**config.mk**
```make
export PLATFORM = sky130hd
export DESIGN_NAME = line_follower_mode_controller_flat
export DESIGN_NICKNAME = d
export VERILOG_FILES = /design/src/lfmc_pkg.sv /design/src/lfmc_if.sv /design/src/line_follower_mode_controller.sv /design/src/lfmc_step.sv /design/src/flat_wrapper.sv
export SDC_FILE = /design/constraint.sdc
export NUM_CORES = 1
export LEC_CHECK = 0
export BUFFER_PORTS_ARGS = -buffer_cell sky130_fd_sc_hd__buf_2
export CORE_MARGIN = 5
export CORE_UTILIZATION = 30
export CTS_BUF_LIST = sky130_fd_sc_hd__clkbuf_16
export DETAILED_ROUTE_END_ITERATION = 12
export GPL_ROUTABILITY_DRIVEN = 0
export HOLD_SLACK_MARGIN = 0.03
export MAX_ROUTING_LAYER = met4
export PLACE_DENSITY = 0.57
export REMOVE_ABC_BUFFERS = 1
export SLEW_MARGIN = 30
export SYNTH_ARGS = -nofsm -noshare
export SYNTH_HDL_FRONTEND = slang
export SYNTH_SLANG_ARGS = --single-unit
```
**constraint.sdc**
```tcl
create_clock -name clk -period 6.1 [get_ports clk]
set_input_delay 0.915 -clock clk [delete_from_list [all_inputs] [get_ports clk]]
set_output_delay 0.915 -clock clk [all_outputs]
set_load 0.02 [all_outputs]
```
**src/lfmc_pkg.sv**
```systemverilog
package lfmc_pkg;

    // Operating mode, one-hot
    typedef enum logic [5:0] {
        MODE_IDLE   = 6'b000001,
        MODE_STOP   = 6'b000010,
        MODE_FOLLOW = 6'b000100,
        MODE_LOST   = 6'b001000,
        MODE_ROTATE = 6'b010000,
        MODE_REACQ  = 6'b100000
    } mode_t;

    // Mode codes as seen on the result channel
    localparam logic [2:0] MODE_CODE_IDLE   = 3'd0;
    localparam logic [2:0] MODE_CODE_STOP   = 3'd1;
    localparam logic [2:0] MODE_CODE_FOLLOW = 3'd2;
    localparam logic [2:0] MODE_CODE_LOST   = 3'd3;
    localparam logic [2:0] MODE_CODE_ROTATE = 3'd4;
    localparam logic [2:0] MODE_CODE_REACQ  = 3'd5;

    // Motor actions
    localparam logic [2:0] ACT_NONE  = 3'd0;
    localparam logic [2:0] ACT_STOP  = 3'd1;
    localparam logic [2:0] ACT_PID   = 3'd2;
    localparam logic [2:0] ACT_FWD   = 3'd3;
    localparam logic [2:0] ACT_LEFT  = 3'd4;
    localparam logic [2:0] ACT_RIGHT = 3'd5;

    // Navigation commands
    localparam logic [2:0] NAV_STOP  = 3'd0;
    localparam logic [2:0] NAV_FWD   = 3'd1;
    localparam logic [2:0] NAV_LEFT  = 3'd2;
    localparam logic [2:0] NAV_RIGHT = 3'd3;
    localparam logic [2:0] NAV_ROT   = 3'd4;

    // Configuration register indexes
    localparam logic [2:0] REG_LOST_TIMEOUT = 3'd0;
    localparam logic [2:0] REG_REACQ_THRESH = 3'd1;
    localparam logic [2:0] REG_BASE_SPEED   = 3'd2;
    localparam logic [2:0] REG_REACQ_SPEED  = 3'd3;
    localparam logic [2:0] REG_ROTATE_SPEED = 3'd4;

    localparam int unsigned CFG_DATA_W = 16;

    // Configuration reset values
    localparam logic [15:0] LOST_TIMEOUT_RST = 16'd1000;
    localparam logic [14:0] REACQ_THRESH_RST = 15'd2048;
    localparam logic [6:0]  BASE_SPEED_RST   = 7'd50;
    localparam logic [6:0]  REACQ_SPEED_RST  = 7'd30;
    localparam logic [6:0]  ROTATE_SPEED_RST = 7'd40;

    typedef struct packed {
        logic        cmd_valid;
        logic [2:0]  nav_cmd;
        logic        obstacle;
        logic        line_seen;
        logic signed [15:0] line_pos;
        logic [31:0] now_ms;
    } tick_t;

    typedef struct packed {
        logic [2:0] mode;
        logic [2:0] motor_action;
        logic [6:0] motor_speed;
        logic       pid_clear;
    } result_t;

    typedef struct packed {
        mode_t       mode;
        logic [2:0]  last_cmd;
        logic [31:0] entry_time;
    } state_t;

    typedef struct packed {
        logic [15:0] lost_timeout_ms;
        logic [14:0] reacquire_threshold;
        logic [6:0]  base_speed;
        logic [6:0]  reacquire_speed;
        logic [6:0]  rotate_speed;
    } cfg_t;

    function automatic logic is_drive_cmd(input logic [2:0] c);
        return (c == NAV_FWD) || (c == NAV_LEFT) || (c == NAV_RIGHT);
    endfunction

    function automatic logic [2:0] mode_code(input mode_t m);
        logic [2:0] code;
        case (m)
            MODE_IDLE:   code = MODE_CODE_IDLE;
            MODE_STOP:   code = MODE_CODE_STOP;
            MODE_FOLLOW: code = MODE_CODE_FOLLOW;
            MODE_LOST:   code = MODE_CODE_LOST;
            MODE_ROTATE: code = MODE_CODE_ROTATE;
            MODE_REACQ:  code = MODE_CODE_REACQ;
            default:     code = MODE_CODE_IDLE;
        endcase
        return code;
    endfunction

endpackage

```
**src/lfmc_if.sv**
```systemverilog
// Tick channel: one control tick per transfer
interface lfmc_tick_if;
    logic        valid;
    logic        ready;
    logic        cmd_valid;
    logic [2:0]  nav_cmd;
    logic        obstacle;
    logic        line_seen;
    logic signed [15:0] line_pos;
    logic [31:0] now_ms;

    modport source (
        output valid, cmd_valid, nav_cmd, obstacle, line_seen, line_pos, now_ms,
        input  ready
    );
    modport sink (
        input  valid, cmd_valid, nav_cmd, obstacle, line_seen, line_pos, now_ms,
        output ready
    );
endinterface

// Result channel: one mode/motor result per transfer
interface lfmc_result_if;
    logic       valid;
    logic       ready;
    logic [2:0] mode;
    logic [2:0] motor_action;
    logic [6:0] motor_speed;
    logic       pid_clear;

    modport source (
        output valid, mode, motor_action, motor_speed, pid_clear,
        input  ready
    );
    modport sink (
        input  valid, mode, motor_action, motor_speed, pid_clear,
        output ready
    );
endinterface

```
**src/line_follower_mode_controller.sv**
```systemverilog
// Channel   Role    Payload
// tick      sink    cmd_valid, nav_cmd, obstacle, line_seen, line_pos, now_ms
// result    source  mode, motor_action, motor_speed, pid_clear
// cfg_*     write   cfg_we, cfg_index, cfg_data (no read-back)
//
// One tick per clock sustained while the result is taken; each tick passes through
// the input register, then mode logic into the result register.
// The mode update is a single pass of compares and muxes between the two registers.
// rst_n (async, active low) sets mode idle, last command stop, entry time zero and
// the configuration registers to their defaults.
// A stalled result holds the result register; the input register still takes one
// more tick, after which tick.ready drops until the result is taken.
module line_follower_mode_controller (
    input  logic                             clk,
    input  logic                             rst_n,
    input  logic                             cfg_we,
    input  logic [2:0]                       cfg_index,
    input  logic [lfmc_pkg::CFG_DATA_W-1:0]  cfg_data,
    lfmc_tick_if.sink                        tick,
    lfmc_result_if.source                    result
);
    import lfmc_pkg::*;

    cfg_t    cfg_reg;
    logic    in_valid_reg;
    tick_t   in_data_reg;
    state_t  state_reg;
    state_t  state_next;
    logic    out_valid_reg;
    result_t out_data_reg;
    result_t res_next;
    logic    advance;
    logic    tick_xfer;

    // Configuration registers
    always_ff @(posedge clk or negedge rst_n)
    begin
        if (!rst_n)
        begin
            cfg_reg.lost_timeout_ms     <= LOST_TIMEOUT_RST;
            cfg_reg.reacquire_threshold <= REACQ_THRESH_RST;
            cfg_reg.base_speed          <= BASE_SPEED_RST;
            cfg_reg.reacquire_speed     <= REACQ_SPEED_RST;
            cfg_reg.rotate_speed        <= ROTATE_SPEED_RST;
        end
        else if (cfg_we)
        begin
            case (cfg_index)
                REG_LOST_TIMEOUT: cfg_reg.lost_timeout_ms     <= cfg_data;
                REG_REACQ_THRESH: cfg_reg.reacquire_threshold <= cfg_data[14:0];
                REG_BASE_SPEED:   cfg_reg.base_speed          <= cfg_data[6:0];
                REG_REACQ_SPEED:  cfg_reg.reacquire_speed     <= cfg_data[6:0];
                REG_ROTATE_SPEED: cfg_reg.rotate_speed        <= cfg_data[6:0];
                default:
                begin
                end
            endcase
        end
    end

    // Handshake control
    assign advance    = in_valid_reg && (!out_valid_reg || result.ready);
    assign tick.ready = !in_valid_reg || advance;
    assign tick_xfer  = tick.valid && tick.ready;

    // Input register
    always_ff @(posedge clk or negedge rst_n)
    begin
        if (!rst_n)
            in_valid_reg <= 1'b0;
        else if (tick_xfer)
            in_valid_reg <= 1'b1;
        else if (advance)
            in_valid_reg <= 1'b0;
    end

    always_ff @(posedge clk)
    begin
        if (tick_xfer)
        begin
            in_data_reg.cmd_valid <= tick.cmd_valid;
            in_data_reg.nav_cmd   <= tick.nav_cmd;
            in_data_reg.obstacle  <= tick.obstacle;
            in_data_reg.line_seen <= tick.line_seen;
            in_data_reg.line_pos  <= tick.line_pos;
            in_data_reg.now_ms    <= tick.now_ms;
        end
    end

    // Mode logic
    lfmc_step u_step (
        .state      (state_reg),
        .tick       (in_data_reg),
        .cfg        (cfg_reg),
        .state_next (state_next),
        .res        (res_next)
    );

    // Controller state
    always_ff @(posedge clk or negedge rst_n)
    begin
        if (!rst_n)
        begin
            state_reg.mode       <= MODE_IDLE;
            state_reg.last_cmd   <= NAV_STOP;
            state_reg.entry_time <= 32'd0;
        end
        else if (advance)
        begin
            state_reg <= state_next;
        end
    end

    // Result register
    always_ff @(posedge clk or negedge rst_n)
    begin
        if (!rst_n)
            out_valid_reg <= 1'b0;
        else if (advance)
            out_valid_reg <= 1'b1;
        else if (result.ready)
            out_valid_reg <= 1'b0;
    end

    always_ff @(posedge clk)
    begin
        if (advance)
            out_data_reg <= res_next;
    end

    assign result.valid        = out_valid_reg;
    assign result.mode         = out_data_reg.mode;
    assign result.motor_action = out_data_reg.motor_action;
    assign result.motor_speed  = out_data_reg.motor_speed;
    assign result.pid_clear    = out_data_reg.pid_clear;

    // Checks
    a_advance_gives_result: assert property (@(posedge clk) disable iff (!rst_n)
        advance |=> out_valid_reg)
        else $error("processed tick produced no result");

    a_state_holds: assert property (@(posedge clk) disable iff (!rst_n)
        !advance |=> $stable(state_reg))
        else $error("controller state changed without a tick");

    a_stop_speed_zero: assert property (@(posedge clk) disable iff (!rst_n)
        (out_valid_reg && (out_data_reg.motor_action == ACT_NONE ||
                           out_data_reg.motor_action == ACT_STOP))
        |-> out_data_reg.motor_speed == 7'd0)
        else $error("nonzero speed for none or stop");

    a_pid_in_follow: assert property (@(posedge clk) disable iff (!rst_n)
        (out_valid_reg && out_data_reg.motor_action == ACT_PID)
        |-> out_data_reg.mode == MODE_CODE_FOLLOW)
        else $error("PID drive outside follow mode");

    a_fwd_in_lost: assert property (@(posedge clk) disable iff (!rst_n)
        (out_valid_reg && out_data_reg.motor_action == ACT_FWD)
        |-> out_data_reg.mode == MODE_CODE_LOST)
        else $error("forward creep outside lost mode");

endmodule

```
**src/lfmc_step.sv**
```systemverilog
// Next-state and result logic for one control tick
module lfmc_step (
    input  lfmc_pkg::state_t  state,
    input  lfmc_pkg::tick_t   tick,
    input  lfmc_pkg::cfg_t    cfg,
    output lfmc_pkg::state_t  state_next,
    output lfmc_pkg::result_t res
);
    import lfmc_pkg::*;

    logic [14:0] mag;
    logic [31:0] elapsed;
    logic        timed_out;
    logic        centered;
    mode_t       m;
    logic [2:0]  lc;
    logic [31:0] et;
    logic [2:0]  act;
    logic [6:0]  spd;
    logic        pid;
    logic [2:0]  turn_act;

    // Saturated magnitude of the line position
    always_comb
    begin
        if (!tick.line_pos[15])
            mag = tick.line_pos[14:0];
        else if (tick.line_pos == 16'sh8000)
            mag = 15'h7fff;
        else
            mag = 15'(~tick.line_pos + 16'sd1);
    end

    assign centered = (mag <= cfg.reacquire_threshold);

    always_comb
    begin
        m   = state.mode;
        lc  = state.last_cmd;
        et  = state.entry_time;
        act = ACT_NONE;
        spd = 7'd0;
        pid = 1'b0;

        // New navigation command
        if (tick.cmd_valid)
        begin
            lc = tick.nav_cmd;
            if (is_drive_cmd(tick.nav_cmd))
            begin
                m   = MODE_FOLLOW;
                et  = tick.now_ms;
                pid = 1'b1;
            end
            else if (tick.nav_cmd == NAV_ROT)
            begin
                m  = MODE_ROTATE;
                et = tick.now_ms;
            end
            else if (tick.nav_cmd == NAV_STOP)
            begin
                m   = MODE_STOP;
                et  = tick.now_ms;
                act = ACT_STOP;
            end
        end

        // Obstacle forces stop; a clear path resumes a stored drive or rotate command
        if (tick.obstacle)
        begin
            if (m != MODE_STOP)
            begin
                m   = MODE_STOP;
                et  = tick.now_ms;
                act = ACT_STOP;
                spd = 7'd0;
            end
        end
        else if (m == MODE_STOP)
        begin
            if (is_drive_cmd(lc))
            begin
                m   = MODE_FOLLOW;
                et  = tick.now_ms;
                pid = 1'b1;
            end
            else if (lc == NAV_ROT)
            begin
                m  = MODE_ROTATE;
                et = tick.now_ms;
            end
        end

        // Elapsed time uses the entry time as it stands at this point
        elapsed   = tick.now_ms - et;
        timed_out = (elapsed > {16'd0, cfg.lost_timeout_ms});
        turn_act  = (lc == NAV_LEFT) ? ACT_LEFT : ACT_RIGHT;

        // Run the current mode once
        case (m)
            MODE_FOLLOW:
            begin
                if (!tick.line_seen)
                begin
                    m  = MODE_LOST;
                    et = tick.now_ms;
                end
                else
                begin
                    act = ACT_PID;
                    spd = cfg.base_speed;
                end
            end
            MODE_LOST:
            begin
                if (tick.line_seen)
                begin
                    m   = MODE_FOLLOW;
                    et  = tick.now_ms;
                    pid = 1'b1;
                end
                else if (timed_out)
                begin
                    m  = MODE_ROTATE;
                    et = tick.now_ms;
                end
                else
                begin
                    act = ACT_FWD;
                    spd = cfg.reacquire_speed;
                end
            end
            MODE_ROTATE:
            begin
                if (tick.line_seen)
                begin
                    m  = MODE_REACQ;
                    et = tick.now_ms;
                end
                else
                begin
                    act = turn_act;
                    spd = cfg.rotate_speed;
                end
            end
            MODE_REACQ:
            begin
                if (!tick.line_seen)
                begin
                    m  = MODE_ROTATE;
                    et = tick.now_ms;
                end
                else if (centered)
                begin
                    m   = MODE_FOLLOW;
                    et  = tick.now_ms;
                    pid = 1'b1;
                end
                else
                begin
                    act = turn_act;
                    spd = cfg.reacquire_speed;
                end
            end
            default:
            begin
            end
        endcase

        state_next.mode       = m;
        state_next.last_cmd   = lc;
        state_next.entry_time = et;
        res.mode              = mode_code(m);
        res.motor_action      = act;
        res.motor_speed       = spd;
        res.pid_clear         = pid;
    end

endmodule

```
**src/flat_wrapper.sv**
```systemverilog
// flat-port wrapper written by rule: the top's interface ports become plain ports
module line_follower_mode_controller_flat import lfmc_pkg::*;
  (clk, rst_n, cfg_we, cfg_index, cfg_data, tick_valid, tick_cmd_valid, tick_nav_cmd, tick_obstacle, tick_line_seen, tick_line_pos, tick_now_ms, tick_ready, result_valid, result_mode, result_motor_action, result_motor_speed, result_pid_clear, result_ready);
  lfmc_tick_if tick_i ();
  lfmc_result_if result_i ();
  input  logic clk;
  input  logic rst_n;
  input  logic cfg_we;
  input  logic [2:0] cfg_index;
  input  logic [lfmc_pkg::CFG_DATA_W-1:0] cfg_data;
  input wire logic [$bits(tick_i.valid)-1:0] tick_valid;
  input wire logic [$bits(tick_i.cmd_valid)-1:0] tick_cmd_valid;
  input wire logic [$bits(tick_i.nav_cmd)-1:0] tick_nav_cmd;
  input wire logic [$bits(tick_i.obstacle)-1:0] tick_obstacle;
  input wire logic [$bits(tick_i.line_seen)-1:0] tick_line_seen;
  input wire logic [$bits(tick_i.line_pos)-1:0] tick_line_pos;
  input wire logic [$bits(tick_i.now_ms)-1:0] tick_now_ms;
  output wire logic [$bits(tick_i.ready)-1:0] tick_ready;
  output wire logic [$bits(result_i.valid)-1:0] result_valid;
  output wire logic [$bits(result_i.mode)-1:0] result_mode;
  output wire logic [$bits(result_i.motor_action)-1:0] result_motor_action;
  output wire logic [$bits(result_i.motor_speed)-1:0] result_motor_speed;
  output wire logic [$bits(result_i.pid_clear)-1:0] result_pid_clear;
  input wire logic [$bits(result_i.ready)-1:0] result_ready;
  assign tick_i.valid = tick_valid;
  assign tick_i.cmd_valid = tick_cmd_valid;
  assign tick_i.nav_cmd = tick_nav_cmd;
  assign tick_i.obstacle = tick_obstacle;
  assign tick_i.line_seen = tick_line_seen;
  assign tick_i.line_pos = tick_line_pos;
  assign tick_i.now_ms = tick_now_ms;
  assign tick_ready = tick_i.ready;
  assign result_valid = result_i.valid;
  assign result_mode = result_i.mode;
  assign result_motor_action = result_i.motor_action;
  assign result_motor_speed = result_i.motor_speed;
  assign result_pid_clear = result_i.pid_clear;
  assign result_i.ready = result_ready;
  line_follower_mode_controller u_core (.clk(clk), .rst_n(rst_n), .cfg_we(cfg_we), .cfg_index(cfg_index), .cfg_data(cfg_data), .tick(tick_i), .result(result_i));
endmodule
```
Word level (Yosys, flattened, before mapping)
Cells that the tools add are included.
Widths: inputs -> output; s select.
{ "op_classes": {"addsub": 2, "n_lt_le_gt_ge": 2, "eq_ne": 24, "muxes": 70, "bitwise": 1, "n_reduce_logical": 19} }
{ "op_table": {"columns": ["cell", "n"], "rows": [
  ["$mux 32", 15],
  ["$pmux 32 s4", 1],
  ["$mux 6", 15],
  ["$mux 7", 6],
  ["$gt 32x16->1", 1],
  ["$sub 32x32->32", 1],
  ["$mux 15", 2],
  ["$pmux 7 s4", 1],
  ["$mux 3", 9],
  ["$pmux 6 s4", 1],
  ["$eq 3x2->1 const B", 6],
  ["$mux 1", 17],
  ["$eq 16x16->1 const B", 1],
  ["$add 15x2->15 const B", 1],
  ["$le 15x15->1", 1],
  ["$not 15->15", 1],
  ["$pmux 3 s5", 1],
  ["$eq 6x2->1 const B", 2],
  ["$eq 6x3->1 const B", 2],
  ["$eq 6x4->1 const B", 2],
  ["$eq 6x5->1 const B", 2],
  ["$eq 6x6->1 const B", 2],
  ["$pmux 3 s4", 1],
  ["$reduce_and 2->1", 5],
  ["9 further kinds", 22]
]} }
{ "totals": {"reg_bits": 163, "out_inout_bits": 16, "wordCells": 138} }

Depth between registers and ports, before layout
Gate-level depths: netlist (run 1).
{ "depth": {"word_depth": 16, "depth_mapped": 30, "ltp_nobuf": 25} }

Hierarchy
A second synthesis (run 1) with hierarchy kept.
{ "unflattened": {"cells_unflattened": 1188, "hier_area_um2": 11277.1} }
{ "modules_own_cells": {"columns": ["mod", "instances", "cells_per_inst", "area_per_inst_um2", "seq_area_each_um2"], "rows": [
  ["line_follower_mode_controller", 1, 277, 5646.7, 4440.5],
  ["lfmc_step", 1, 911, 5630.4, 0.0]
]} }

Worst setup path before layout (run 1)
Ideal clock, no wire load.
{ "synth_timing": {"path_type": "register to register", "start": "register u_core.in_data_reg[51] (netlist name)", "end": "register u_core.out_data_reg, in the netlist u_core.result.mode[2], data pin", "t_arrival_ps": 6373, "setup_slack_ps": -529, "stages_incl_launch_ff": 28, "n_path_buf": 4, "path_cell_list": "edfxtp_1 o21ai_1 nand2_1 clkbuf_1 nand3_2 buf_1 clkbuf_1 mux2i_1 ha_1 clkbuf_1 a21oi_1 nand2_1 o21ai_0 o21ai_0 o32a_1 xor2_1 ha_1 nand4_1 or2_2 o32ai_1 a31oi_1 a2111oi_0 o21ai_0 and4b_1 nand4_1 o21ai_1 a21oi_1 o211a_1"} }
{ "synth_lines": {"columns": ["item", "line", "rtl"], "rows": [
  ["from (decl)", "line_follower_mode_controller.sv:26", "tick_t in_data_reg;"],
  ["to (signal assigned)", "line_follower_mode_controller.sv:128", "out_data_reg <= res_next;"],
  ["to (decl)", "line_follower_mode_controller.sv:30", "result_t out_data_reg;"]
]} }

==> out/metrics.yaml, run 1 <==
dieWidth_um: 203
power_w: 0.00440
synth.distinct_cells: 84
cp_max_fo: 6
place_ws_ns: -0.279
finalClockSkew_ns: 0.0116
numCtsBuffers: 17
grt_remaining_overflow: 0
slew_violations: 0
fill_cells: 3685
largest_register_ffs: 54
synth-edff-count: 68
final_hold_viol_count: 0
cpPeakStageDelay_ns: 0.55
yosysTopAreaCellShare_pct: 18.3
fin_nets: 1508
htree_levels: 4
grt_pass1_vias: 9858
run_status: "finished, violations left"
area_delta_synth_final_pct: 24.1
drc: 0
num_vias: 10099
slowest_stage: "or4b_4"
track_usage_pct: 15.9
wl_per_cell_um: 18.2
setup-violations-final: 11
syn_area_per_cell_um2: 9.00
cap_violations: 0
dp_hpwl_um: 23900
p_leak_nw: 5.62
ant_nets: 0
routed_wl_um: 33700
relSlewSlack_pct: 39.8
grt_max_degree: 62
clock_sinks: 163
synth_area_mm2: 0.0112
rsz0062_at_grt: "yes"
yosys_warnings: 0
synth_async_sr_flop_share_pct: 58.3
cts_buffer_depth: 2
synth-seq-area-share_pct: 39.8
p_per_area_mw_per_mm2: 318
ir_drop_v: 0.000197
fmax_mhz: 163
fp-row-count: 70
ctsRootBufferMaster: "clkbuf_16"
cp.required_ns: 6.29
synth-main-ff-cell: "dfrtp_1"
worst_slew_pin_slew_ns: 0.895
drtIter0Drc: 957
grt_pass1_wl_um: 52100
hold_buffers: 0
yosys-top-cells-count: "nand2_1 (150), nor2_1 (96), o21ai_0 (89), dfrtp_1 (78), edfxtp_1 (68)"
worst_slack_ns: -0.0353
hold_class: "in2async"
path_clk_slew_ns: 0.07
period_minus_slack_ns: 6.14
synth_largest_area_cell: "edfxtp_1"
netlist_instances: 1240
violations: "negative setup slack"
yosysMostFrequentCell: "nand2_1"
die-area_mm2: 0.0412
port_buffers: 93
critical_path_arrival_ns: 6.33
synth_area_leaders: "edfxtp_1 (18%), dfrtp_1 (17%), ha_1 (6.8%)"
antenna_found_initial: 1
startpoint_type: "flip-flop"
drive_gt1_share_pct: 24.2
initial_core_util_pct: 30.4
critical_path_class: "reg2reg"
viasPerCell: 5.46
die_y_um: 203
core_mm2: 0.0367
cts_tree: "yes"
insertion_delay_ns: 0.44
period_share_pct: 101
crit_path_end_kind: "flip-flop"
synth-seq-cells: 163
first_pass_iters: 7
boundaryPins: 94
## power by group
| group | total (W) | switching [W] | internal (W) |
|---|---|---|---|
| sequential | 0.00152 | 0.000161 | 0.00136 |
| clock | 0.00110 | 0.000488 | 0.000607 |
| combinational | 0.00179 | 0.00102 | 0.000765 |
| total | 0.00440 | 0.00167 | 0.00273 |
## worst max-delay path, delay by kind of cell (launching register included)
family,cells,cell delay [ns]
muxes,1,0.14
adders and majority gates,2,0.73
xor gates and xnor gates,1,0.15
DFF,1,0.38
buffers and inverters,4,0.65
AOI/OAI and AO/OA,8,1.46
and+or+nand+nor,10,2.35
## per-stage QoR
step,hold slack [ns],std cells,util [%],area (um^2),setup TNS (ns)
2_1_floorplan,0.457,1168,-,10900,-39.75
3_3_place_gp,0.468,1797,34.0,12500,-3.74
3_5_place_dp,0.485,1797,34.1,12500,-7.50
4_1_cts,0.436,1833,35.9,13200,0
5_1_grt,0.472,1851,37.8,13900,-10.96
6_report,0.450,1851,37.8,13900,-0.158
## worst paths after layout
check                      cells past startpoint  slack [ns]                        startpoint                          endpoint
setup / recovery                              26       -0.04  u_core.state_reg[37]$_DFFE_PN0P_   u_core.result.mode[2]$_DFFE_PP_
hold / removal                                 1        0.45                             rst_n  u_core.state_reg[10]$_DFFE_PN0P_
setup reg to reg                              26       -0.04  u_core.state_reg[37]$_DFFE_PN0P_   u_core.result.mode[2]$_DFFE_PP_
hold reg to reg                                1        0.50   u_core.in_valid_reg$_DFFE_PN0P_   u_core.result.valid$_DFFE_PN0P_
max in group asynchronous                      2        4.45                             rst_n    u_core.cfg_reg[23]$_DFFE_PN0P_
min in group clk                               1        0.50   u_core.in_valid_reg$_DFFE_PN0P_   u_core.result.valid$_DFFE_PN0P_
## layout make-up
class | count | area [um^2] | area share [%]
flip-flops and latches | 163 | 4440 | 32.0
multi-input cells | 952 | 6660 | 48.1
repair buffers | 182 | 1390 | 10.0
diodes | 1 | 2.50 | 0.0181
well taps | 468 | 586 | 4.22
clock buffers | 17 | 425 | 3.07
clock inverters | 15 | 155 | 1.12
inverters | 53 | 199 | 1.44
## cell families after synthesis
group / Yosys count / synth area share (%)
buf+inv: 125 / 4.40
fa+ha+maj: 62 / 6.93
flops: 163 / 39.8
compound gates: 348 / 20.9
xor+xnor: 32 / 2.51
mux: 58 / 5.52
simple gates: 452 / 20.0
## cell usage in the layout (no fill, tap or decap), drive strengths merged, types with 30 or more instances in the layout
| cell | netlist | final |
|---|---|---|
| o21ai | 96 | 96 |
| nand3 | 49 | 49 |
| o311ai | 30 | 30 |
| buf | 12 | 175 |
| a211oi | 37 | 37 |
| and3 | 37 | 37 |
| a21oi | 56 | 56 |
| ha | 61 | 61 |
| edfxtp | 68 | 68 |
| nand4 | 32 | 32 |
| inv | 53 | 59 |
| nor2 | 96 | 96 |
| nand2 | 150 | 150 |
| dfrtp | 78 | 78 |
## layer usage
layer	global-route usage, %	part of all wire [%]
met1	20.3	46
met4	5.75	2.5
met2	25.6	48
met3	2.81	3.7
met5	-	0
## timing repair
action,CTS,global route
setup endpoints to repair,45,46
pin swaps,5,17
resized for setup,9,89
setup buffers,3,8
gates cloned,1,9
No activity file was read; power rests on OpenSTA's default activity.
==> run 2: changes to the inputs <==
- SYNTH_HIERARCHICAL: default -> 1
==> run 2 against run 1 <==
Effect of this change:
- the flow still finishes with violations (negative setup slack)
- setup slack worse by 0.35 ns
- design area up 5.5%
- power up 38%
- combinational power up 94%
- count of clock-buffer cells in the layout up 1
- global-route usage up 0.11 points
- register-to-register slack worse by 0.35 ns
- maximum frequency down 5.3%
- synthesized cell count down 4.2%
- sequential share of layout area down 1.7 points
- die area up 0.95%
==> out/metrics.yaml, run 2 <==
synth.distinct_cells: 90  # was 84
final_common_cell: "buf_4"  # was nand2_1
internal_power_w: 0.00362  # was 0.00273 W
gr-usage-met1_pct: 20.2  # was 20.3%
rsz0062_at_grt: "yes"  # unchanged
dieWidth_um: 204  # was 203 um
p_leak_nw: 6.24  # was 5.62 nW
cap_violations: 0  # unchanged
antenna_found_initial: 1  # unchanged
swShare_pct: 40.6  # was 37.9%
relSlewSlack_pct: 36.9  # was 39.8%
instances_no_fill: 1963  # was 1851
routed_wl_um: 33100  # was 33700 um
synth-edff-count: 68  # unchanged
cp.required_ns: 6.42  # was 6.29 ns
setup_tns_ns: -13.45  # was -0.158 ns
yosysMostFrequentCell: "a21oi_1"  # was nand2_1
yosys_warnings: 6  # was 0
clock_sinks: 163  # unchanged
synth-seq-cells: 163  # unchanged
cpPeakStageDelay_ns: 0.40  # was 0.55 ns
area_delta_synth_final_pct: 29.6  # was 24.1%
yosysTopAreaCellShare_pct: 18.1  # was 18.3%
violations: "negative setup slack"  # unchanged
track_usage_pct: 16.0  # was 15.9%
power_switching_w: 0.00248  # was 0.00167 W
numCtsBuffers: 17  # unchanged
finalClockSkew_ns: 0.0113  # was 0.0116 ns
final_hold_viol_count: 0  # unchanged
die_y_um: 204  # was 203 um
grt.met2_usage_pct: 26.4  # was 25.6%
period_minus_slack_ns: 6.48  # was 6.14 ns
netlist_instances: 1188  # was 1240
fin_nets: 1577  # was 1508
run_status: "finished, violations left"  # unchanged
p_per_area_mw_per_mm2: 417  # was 318 mW/mm^2
critical_path_arrival_ns: 6.81  # was 6.33 ns
ir_drop_v: 0.000249  # was 0.000197 V
slew_violations: 0  # unchanged
crit_path_end_kind: "flip-flop"  # unchanged
grt_remaining_overflow: 0  # unchanged
slowest_stage: "or3_4"  # was or4b_4
synth_area_mm2: 0.0113  # was 0.0112 mm^2
fp-row-count: 71  # was 70
die-area_mm2: 0.0416  # was 0.0412 mm^2
placed_cell_area_mm2: 0.0134  # was 0.0125 mm^2
dp_hpwl_um: 24900  # was 23900 um
worst_slack_ns: -0.381  # was -0.0353 ns
p_clk_share_pct: 17.9  # was 24.9%
startpoint_type: "flip-flop"  # unchanged
setup-violations-final: 44  # was 11
synth_async_sr_flop_share_pct: 58.3  # unchanged
top_usage_layer: "met2"  # unchanged
insertion_delay_ns: 0.45  # was 0.44 ns
path_clk_slew_ns: 0.07  # about the same
wl_per_cell_um: 16.9  # was 18.2 um
grt_pass1_wl_um: 52000  # was 52100 um
core_mm2: 0.0374  # was 0.0367 mm^2
port_buffers: 93  # unchanged
p_comb_share_pct: 57.1  # was 40.6%
synth-main-ff-cell: "dfrtp_1"  # unchanged
htree_levels: 4  # unchanged
synth_area_leaders: "edfxtp_1 (18%), dfrtp_1 (17%), mux2_2 (9.5%)"  # was edfxtp_1 (18%), dfrtp_1 (17%), ha_1 (6.8%)
cts_tree: "yes"  # unchanged
num_vias: 10069  # was 10099
yosys-top-cells-count: "a21oi_1 (103), nand2_1 (98), nor2_1 (96), mux2_2 (95), inv_1 (82)"  # was nand2_1 (150), nor2_1 (96), o21ai_0 (89), dfrtp_1 (78), edfxtp_1 (68)
hold_ws_ns: 0.382  # was 0.450 ns
critical_path_class: "reg2reg"  # unchanged
first_pass_iters: 5  # was 7
hold_class: "in2async"  # unchanged
grt_pass1_vias: 10049  # was 9858
boundaryPins: 94  # unchanged
fin_area_mm2: 0.0146  # was 0.0139 mm^2
drtIter0Drc: 700  # was 957
drc: 0  # unchanged
synth-seq-area-share_pct: 39.4  # was 39.8%
worst_slew_pin_slew_ns: 0.934  # was 0.895 ns
cts_buffer_depth: 2  # unchanged
sequentialPowerShare_pct: 25.1  # was 34.6%
ctsRootBufferMaster: "clkbuf_16"  # unchanged
initial_core_util_pct: 30.2  # was 30.4%
viasPerCell: 5.13  # was 5.46
syn_area_per_cell_um2: 9.49  # was 9.00 um^2
ant_nets: 0  # unchanged
final_cell_mix: "buf_4 (177), a21oi_1 (98), nor2_1 (93)"  # was nand2_1 (149), nor2_1 (96), buf_2 (92), o21ai_0 (82), dfrtp_1 (78)
place_inst: 1897  # was 1797
drive_gt1_share_pct: 34.9  # was 24.2%
cp_max_fo: 13  # was 6
period_share_pct: 106  # was 101%
grt.met3_usage_pct: 2.67  # was 2.81%
place_ws_ns: -0.803  # was -0.279 ns
fmax_mhz: 154  # was 163 MHz
grt_max_degree: 73  # was 62
synth_largest_area_cell: "edfxtp_1"  # unchanged
largest_register_ffs: 54  # unchanged
## run 2: cell types whose count changed in the layout (fill, tap and decap cells not counted), moves of 14 or more
cell,previous run,this run
inv_1,53,82
o21ai_0,82,39
nand3_2,14,0
and3_1,36,5
buf_4,72,177
mux2_2,29,92
a21oi_1,54,98
nand2_1,149,92
a211oi_1,37,7
## run 2: path summary, 6_finish.rpt
check / startpoint / to / slack [ns] / depth (start not counted)
min in group clk: u_core/in_valid_reg$_DFFE_PN0P_ / u_core/result.valid$_DFFE_PN0P_ / 0.51 / 1
hold / removal: rst_n / u_core/state_reg[24]$_DFFE_PN0P_ / 0.38 / 1
setup reg to reg: u_core/state_reg[34]$_DFFE_PN0P_ / u_core/state_reg[28]$_DFFE_PN0P_ / -0.38 / 32
max in group asynchronous: rst_n / u_core/cfg_reg[35]$_DFFE_PN0P_ / 4.74 / 2
hold reg to reg: u_core/in_valid_reg$_DFFE_PN0P_ / u_core/result.valid$_DFFE_PN0P_ / 0.51 / 1
setup / recovery: u_core/state_reg[34]$_DFFE_PN0P_ / u_core/state_reg[28]$_DFFE_PN0P_ / -0.38 / 32
## run 2: per-stage QoR
step | total power [W] | utilization, %
3_5_place_dp | 0.00466 | 35.7
4_1_cts | 0.00603 | 38.6
3_3_place_gp | 0.00460 | 35.7
6_report | 0.00609 | 39.1
2_1_floorplan | 0.00346 | -
5_1_grt | 0.00653 | 39.1
## run 2: final cells by class
cell class	instances	area, um^2
fill	3699	22800
inverter	82	308
tap	511	639
multi-input combinational	895	6660
timing repair buffer	279	1970
clock buffer	18	450
antenna	1	2.50
clock inverter	14	154
sequential	163	4440
## run 2: power groups by stage
| stage | combinational (W) | clock [W] | sequential [W] |
|---|---|---|---|
| global placement | 0.00307 | 0 | 0.00154 |
| detailed placement | 0.00311 | 0 | 0.00155 |
| global route | 0.00380 | 0.00118 | 0.00155 |
| finish | 0.00348 | 0.00109 | 0.00153 |
| CTS | 0.00337 | 0.00113 | 0.00153 |
| floorplan | 0.00193 | 0 | 0.00153 |
## run 2: critical path: cells and delay by family (launching register included)
kind                     cells  cell delay [ns]
buffers and inverters        6             0.81
AND/OR/NAND/NOR              8             1.44
flip-flops                   1             0.39
XOR/XNOR                     1             0.15
multiplexers                 2             0.38
AO/OA/AOI/OAI               12             2.48
adder cells (fa/ha/maj)      3             0.69
## run 2: kinds of logic (layout without fill, tap and decap cells)
| kind of cell | Yosys count | after routing | share of synthesized area (%) |
|---|---|---|---|
| mux | 124 | 124 | 12.1 |
| xor+xnor | 29 | 29 | 2.25 |
| compound gates | 305 | 305 | 17.9 |
| fa+ha+maj | 61 | 61 | 6.77 |
| simple gates | 376 | 376 | 17.0 |
| flops | 163 | 163 | 39.4 |
| buf+inv | 130 | 393 | 4.67 |
| other cells | 0 | 1 | 0 |
## run 2: per-layer routing
layer  vias to the layer above  wire (um)
met2                       243      16100
met4                         0        726
met3                        47       1390
met5                         -          0
li1                       4892          -
met1                      4887      14900
## run 2: timing repair
action / CTS / global route
resized for setup: 54 / 24
pin swaps: 32 / 34
setup endpoints to repair: 46 / 46
hold buffers: 0 / 0
buffers inserted: 22 / 9
gates cloned: 2 / 0
